### config.mk
export PLATFORM = sky130hd
export DESIGN_NAME = pal_ctrl
export DESIGN_NICKNAME = d
export VERILOG_FILES = /design/src/hw/rtl/pal_pkg.sv /design/src/hw/rtl/pal_ctrl.sv
export VERILOG_INCLUDE_DIRS = /design/src /design/src/hw/rtl
export SDC_FILE = /design/constraint.sdc
export NUM_CORES = 1
export LEC_CHECK = 0
export BUFFER_PORTS_ARGS = -buffer_cell sky130_fd_sc_hd__buf_2
export CORE_MARGIN = 2
export CORE_UTILIZATION = 29
export CTS_CLUSTER_SIZE = 12
export DETAILED_ROUTE_END_ITERATION = 6
export PLACE_DENSITY = 0.6
export SLEW_MARGIN = 20
export SYNTH_ARGS = -nofsm -noshare
export SYNTH_HDL_FRONTEND = slang
export SYNTH_SLANG_ARGS = --single-unit
### constraint.sdc
create_clock -name clk -period 2.5 [get_ports clk]
set_input_delay 0.125 -clock clk [delete_from_list [all_inputs] [get_ports clk]]
set_output_delay 0.125 -clock clk [all_outputs]
set_load 0.01 [all_outputs]
### src/hw/rtl/positional_array_list_top_assert.svh
// Assertion macros shared by the list block.
`ifndef POSITIONAL_ARRAY_LIST_TOP_ASSERT_SVH
`define POSITIONAL_ARRAY_LIST_TOP_ASSERT_SVH

// Same-cycle implication, checked out of reset.
`define PAL_ASSERT_NOW(label, ante, cons, msg) \
    label: assert property (@(posedge clk) disable iff (!rst_n) (ante) |-> (cons)) \
        else $error(msg);

// Next-cycle implication, checked out of reset.
`define PAL_ASSERT_NEXT(label, ante, cons, msg) \
    label: assert property (@(posedge clk) disable iff (!rst_n) (ante) |=> (cons)) \
        else $error(msg);

`endif

### src/hw/rtl/pal_pkg.sv
package pal_pkg;

    localparam int LEN_W  = 7;
    localparam int POS_W  = 7;
    localparam int DATA_W = 32;

    typedef enum logic [1:0] {
        OP_INSERT   = 2'd0,
        OP_DELETE   = 2'd1,
        OP_CLEAR    = 2'd2,
        OP_TRAVERSE = 2'd3
    } op_t;

    typedef enum logic [1:0] {
        ST_OK     = 2'd0,
        ST_BADPOS = 2'd1,
        ST_FULL   = 2'd2,
        ST_EMPTY  = 2'd3
    } status_t;

    typedef enum logic [2:0] {
        CMD_NONE,
        CMD_INSERT,
        CMD_DELETE,
        CMD_CLEAR,
        CMD_EMPTY,
        CMD_EMIT
    } cmd_kind_t;

    typedef enum logic {
        S_IDLE,
        S_TRAV
    } state_t;

    typedef struct packed {
        cmd_kind_t kind;
        logic      last;
    } pal_cmd_t;

    typedef struct packed {
        logic             can_load;
        logic [LEN_W-1:0] count;
    } pal_stat_t;

endpackage

### src/hw/rtl/pal_ctrl.sv
module pal_ctrl
    import pal_pkg::*;
#(
    parameter int CAPACITY = 64
)
(
    input  logic             clk,
    input  logic             rst_n,
    input  logic             req_valid,
    output logic             req_stall,
    input  logic [1:0]       operation,
    input  pal_stat_t        stat,
    output pal_cmd_t         cmd
);

    localparam int CW = $clog2(CAPACITY + 1);

    state_t          state_reg, state_next;
    logic [CW-1:0]   idx_reg, idx_next;
    logic            accept;
    logic            trav_last;

    assign req_stall = !((state_reg == S_IDLE) && stat.can_load);
    assign accept    = req_valid && !req_stall;
    assign trav_last = ((LEN_W'(idx_reg) + LEN_W'(1)) == stat.count);

    always_ff @(posedge clk or negedge rst_n)
    begin
        if (!rst_n)
        begin
            state_reg <= S_IDLE;
            idx_reg   <= '0;
        end
        else
        begin
            state_reg <= state_next;
            idx_reg   <= idx_next;
        end
    end

    always_comb
    begin
        state_next = state_reg;
        idx_next   = idx_reg;
        cmd.kind   = CMD_NONE;
        cmd.last   = 1'b1;
        unique case (state_reg)
            S_IDLE:
            begin
                if (accept)
                begin
                    unique case (op_t'(operation))
                        OP_INSERT: cmd.kind = CMD_INSERT;
                        OP_DELETE: cmd.kind = CMD_DELETE;
                        OP_CLEAR:  cmd.kind = CMD_CLEAR;
                        OP_TRAVERSE:
                        begin
                            if (stat.count == '0)
                            begin
                                cmd.kind = CMD_EMPTY;
                            end
                            else
                            begin
                                cmd.kind = CMD_EMIT;
                                cmd.last = (stat.count == LEN_W'(1));
                                if (stat.count != LEN_W'(1))
                                begin
                                    idx_next   = CW'(1);
                                    state_next = S_TRAV;
                                end
                            end
                        end
                        default: cmd.kind = CMD_NONE;
                    endcase
                end
            end
            S_TRAV:
            begin
                if (stat.can_load)
                begin
                    cmd.kind = CMD_EMIT;
                    cmd.last = trav_last;
                    idx_next = idx_reg + CW'(1);
                    if (trav_last)
                    begin
                        idx_next   = '0;
                        state_next = S_IDLE;
                    end
                end
            end
            default: state_next = S_IDLE;
        endcase
    end

    `include "positional_array_list_top_assert.svh"

    `PAL_ASSERT_NOW(a_trav_idx_in_range, state_reg == S_TRAV,
        (LEN_W'(idx_reg) < stat.count) && (idx_reg != '0), "traverse index out of range")
    `PAL_ASSERT_NOW(a_trav_blocks_input, state_reg == S_TRAV, req_stall,
        "input taken during traverse")
    `PAL_ASSERT_NEXT(a_trav_ends_on_last,
        (state_reg == S_TRAV) && (cmd.kind == CMD_EMIT) && cmd.last,
        state_reg == S_IDLE, "traverse did not end after last beat")

endmodule

==> results.cfg <==
[status]
status = completed

[synth]
synthDistinctLibCells = 28
muxShareOfSynthArea = 0.0286
synth_seq_cells = 8
syn_area_um2 = 699
async_flop_share = 1.00
synth_area_leader_cell = dfrtp_1
ys_seq_area_frac = 0.286
synth_top_cells_by_area = dfrtp_1, xnor2_1, ha_1
yosys_warnings = 0
yosys.area_share.adder = 0.0716
synth_edf_count = 0
synth_xor_xnor_area_share = 0.125
synth-simple-area-share = 0.250
synth-compound-area-share = 0.179
synthFlopType = dfrtp_1
postSynthAreaPerCell_um2 = 8.13
synth_top_family_by_area = simple AND/OR/NAND/NOR gates
netlist_instances = 86
synth_top_area_frac = 0.286
synth_nets = 103

[placed_design]
portBuffers = 17
dpl_worst_slack_ns = 0.250
place_hpwl_mm = 1.37
gp_congestion = 0.903

[cts]
root_buffer = clkbuf_4
clk_pin_slew_ns = 0.06
cts_buffer_depth = 2
cts_tree = done
cts_max_level = 1
cts.sinks = 8
clkLatencyLatePin_ns = 0.25
numCtsBuffers = 3

[finish]
multiInputGateArea_um2 = 468
syn2layout_area_growth_pct = 24.3
n_antenna_cell = 0
largest_reg_flops = 7
nFillCells = 246
final_layout_size_suffix_gt1_frac = 0.231
mostFrequentLayoutCells = buf_2, nand2_1, xnor2_1, dfrtp_1
fin_nets = 127
mostFrequentLayoutCell = buf_2
regArea_um2 = 200

[floorplan]
fp.dieW_um = 53.1
die_h_um = 53.1
row_count = 17
dieArea_um2 = 2820
io_pins = 18
start_util = 0.310
core-area_um2 = 2250

[worst_setup_path]
path_delay_family = simple AND/OR/NAND/NOR gates
startpoint_type = register
cp-end-kind = output port
crit_slowest_cell = dfrtp_1
crit_chain = ha_1, nand3_1, xnor2_1, nor4_2, o311ai_4, a21oi_1, buf_2
crit_fanout = 6
cp_num_buf_inv = 1
rrSetupSlack_ns = 0.25
critical_path.max_stage_delay_ns = 0.44
critPathRequiredTime_ns = 2.38
rr_startpoint = idx_reg[0]$_DFFE_PN0P_
r2r-end = idx_reg[2]$_DFFE_PN0P_
worst_ep_arrival_time_ns = 2.23
rr_worst_depth = 8
worstSetupPathType = reg2out

[route]
firstDrtPassIters = 4
wl_per_cell_um = 12.5
num_vias = 718
routed_wl_mm = 1.70
initialDrtViolationCount = 11
vias_per_cell = 5.28
ant_nets = 0
drc = 0

[timing]
fmax_mhz = 424
fin_skew_ns = 0.00562
tightestPinTransition_ns = 0.704
post-route-min-period_ns = 2.36
period_share = 0.944
drv_slew = 0
slew_headroom = 0.526
finalHoldViolCount = 0
worst_slack_ns = 0.140
setup_viol = 0

[global_routing]
antenna_found_initial = 0
grt_pass1_vias = 669
grt_usage = 0.141
grt_pass1_wl_mm = 2.86
grt_max_degree = 14
grt_overflow_total = 0

[power]
powerDensity_nw_per_um2 = 678
total_power_mw = 0.590
ir_drop_v = 0.000252
p_leak_nw = 0.377

[worst_hold_path]
worstHoldPathType = in2async

[run]
drv_cap = 0
timing repair:
item                       CTS  global route
resized for setup            1             0
hold endpoints to repair     8             0
hold buffers                 1             0
buffers inserted             0             3
pin swaps                    0             1
setup endpoints to repair    1             1
metal layers:
| metal | routed length (µm) | up-vias | global-route usage |
|---|---|---|---|
| li1 | - | 352 | - |
| met1 | 715 | 355 | 0.169 |
| met2 | 927 | 9 | 0.248 |
| met3 | 42 | 2 | 0.0169 |
| met4 | 13 | 0 | 0.0641 |
| met5 | 0 | - | 0 |
how the worst max path moves through the flow:
| stage | cells after the start | start | slack (ns) | end |
|---|---|---|---|---|
| 2_1_floorplan | 7 | idx_reg[0]$_DFFE_PN0P_ | 0.58 | idx_reg[1]$_DFFE_PN0P_ |
| 6_report | 7 | idx_reg[0]$_DFFE_PN0P_ | 0.14 | cmd[0] |
| 3_5_place_dp | 7 | idx_reg[0]$_DFFE_PN0P_ | 0.25 | idx_reg[2]$_DFFE_PN0P_ |
| 4_1_cts | 7 | idx_reg[0]$_DFFE_PN0P_ | 0.03 | cmd[0] |
| 5_1_grt | 7 | idx_reg[0]$_DFFE_PN0P_ | -0.002 | cmd[0] |
| 3_3_place_gp | 7 | idx_reg[0]$_DFFE_PN0P_ | 0.27 | cmd[0] |
worst reg2reg max path, delay by kind of cell (launching register included):
family / cells / cell delay (ns)
multiplexers: 1 / 0.11
buffers and inverters: 1 / 0.17
AO/OA/AOI/OAI: 2 / 0.37
flip-flops: 1 / 0.44
XOR/XNOR: 1 / 0.18
adder cells (fa/ha/maj): 1 / 0.29
AND/OR/NAND/NOR: 2 / 0.56
where the power goes:
| part | internal (mW) | switching (mW) | leakage (nW) |
|---|---|---|---|
| sequential | 0.165 | 0.0537 | 0.104 |
| clock | 0.0548 | 0.0414 | 0.0138 |
| combinational | 0.122 | 0.153 | 0.259 |
| total | 0.342 | 0.248 | 0.377 |
cells by family after synthesis:
group	after synthesis
buffers and inverters	9
multiplexers	2
adder cells (fa/ha/maj)	4
XOR/XNOR	10
flip-flops	8
AO/OA/AOI/OAI	20
AND/OR/NAND/NOR	33
synthesized netlist by cell type (2+ instances only):
cell type and n:
a31oi_1 4, xor2_1 2, dfrtp_1 8, ha_1 4, nand2_1 8, nor2_1 4, xnor2_1 8, nand3_1 6
nor3_1 3, a21oi_1 5, o21ai_0 7, inv_1 7, mux2i_1 2, and3_1 4
area by class of cell:
class / instances / area share
inverters: 7 / 0.0302
repair buffers: 21 / 0.135
well taps: 28 / 0.0403
clock buffers: 3 / 0.0259
multi-input cells: 69 / 0.538
flip-flops and latches: 8 / 0.230
metrics by stage:
stage	setup TNS [ns]	hold WS, ns	cell area, µm²	utilization	cells
detailed placement	0	-0.0199	805	0.357	129
global placement	0	-0.0220	805	0.357	129
floorplan	0	-0.171	699	-	86
global route	-0.00216	0.280	870	0.386	136
CTS	0	0.242	847	0.376	133
finish	0	0.251	870	0.386	136
Power figures use the tool's default switching activity.
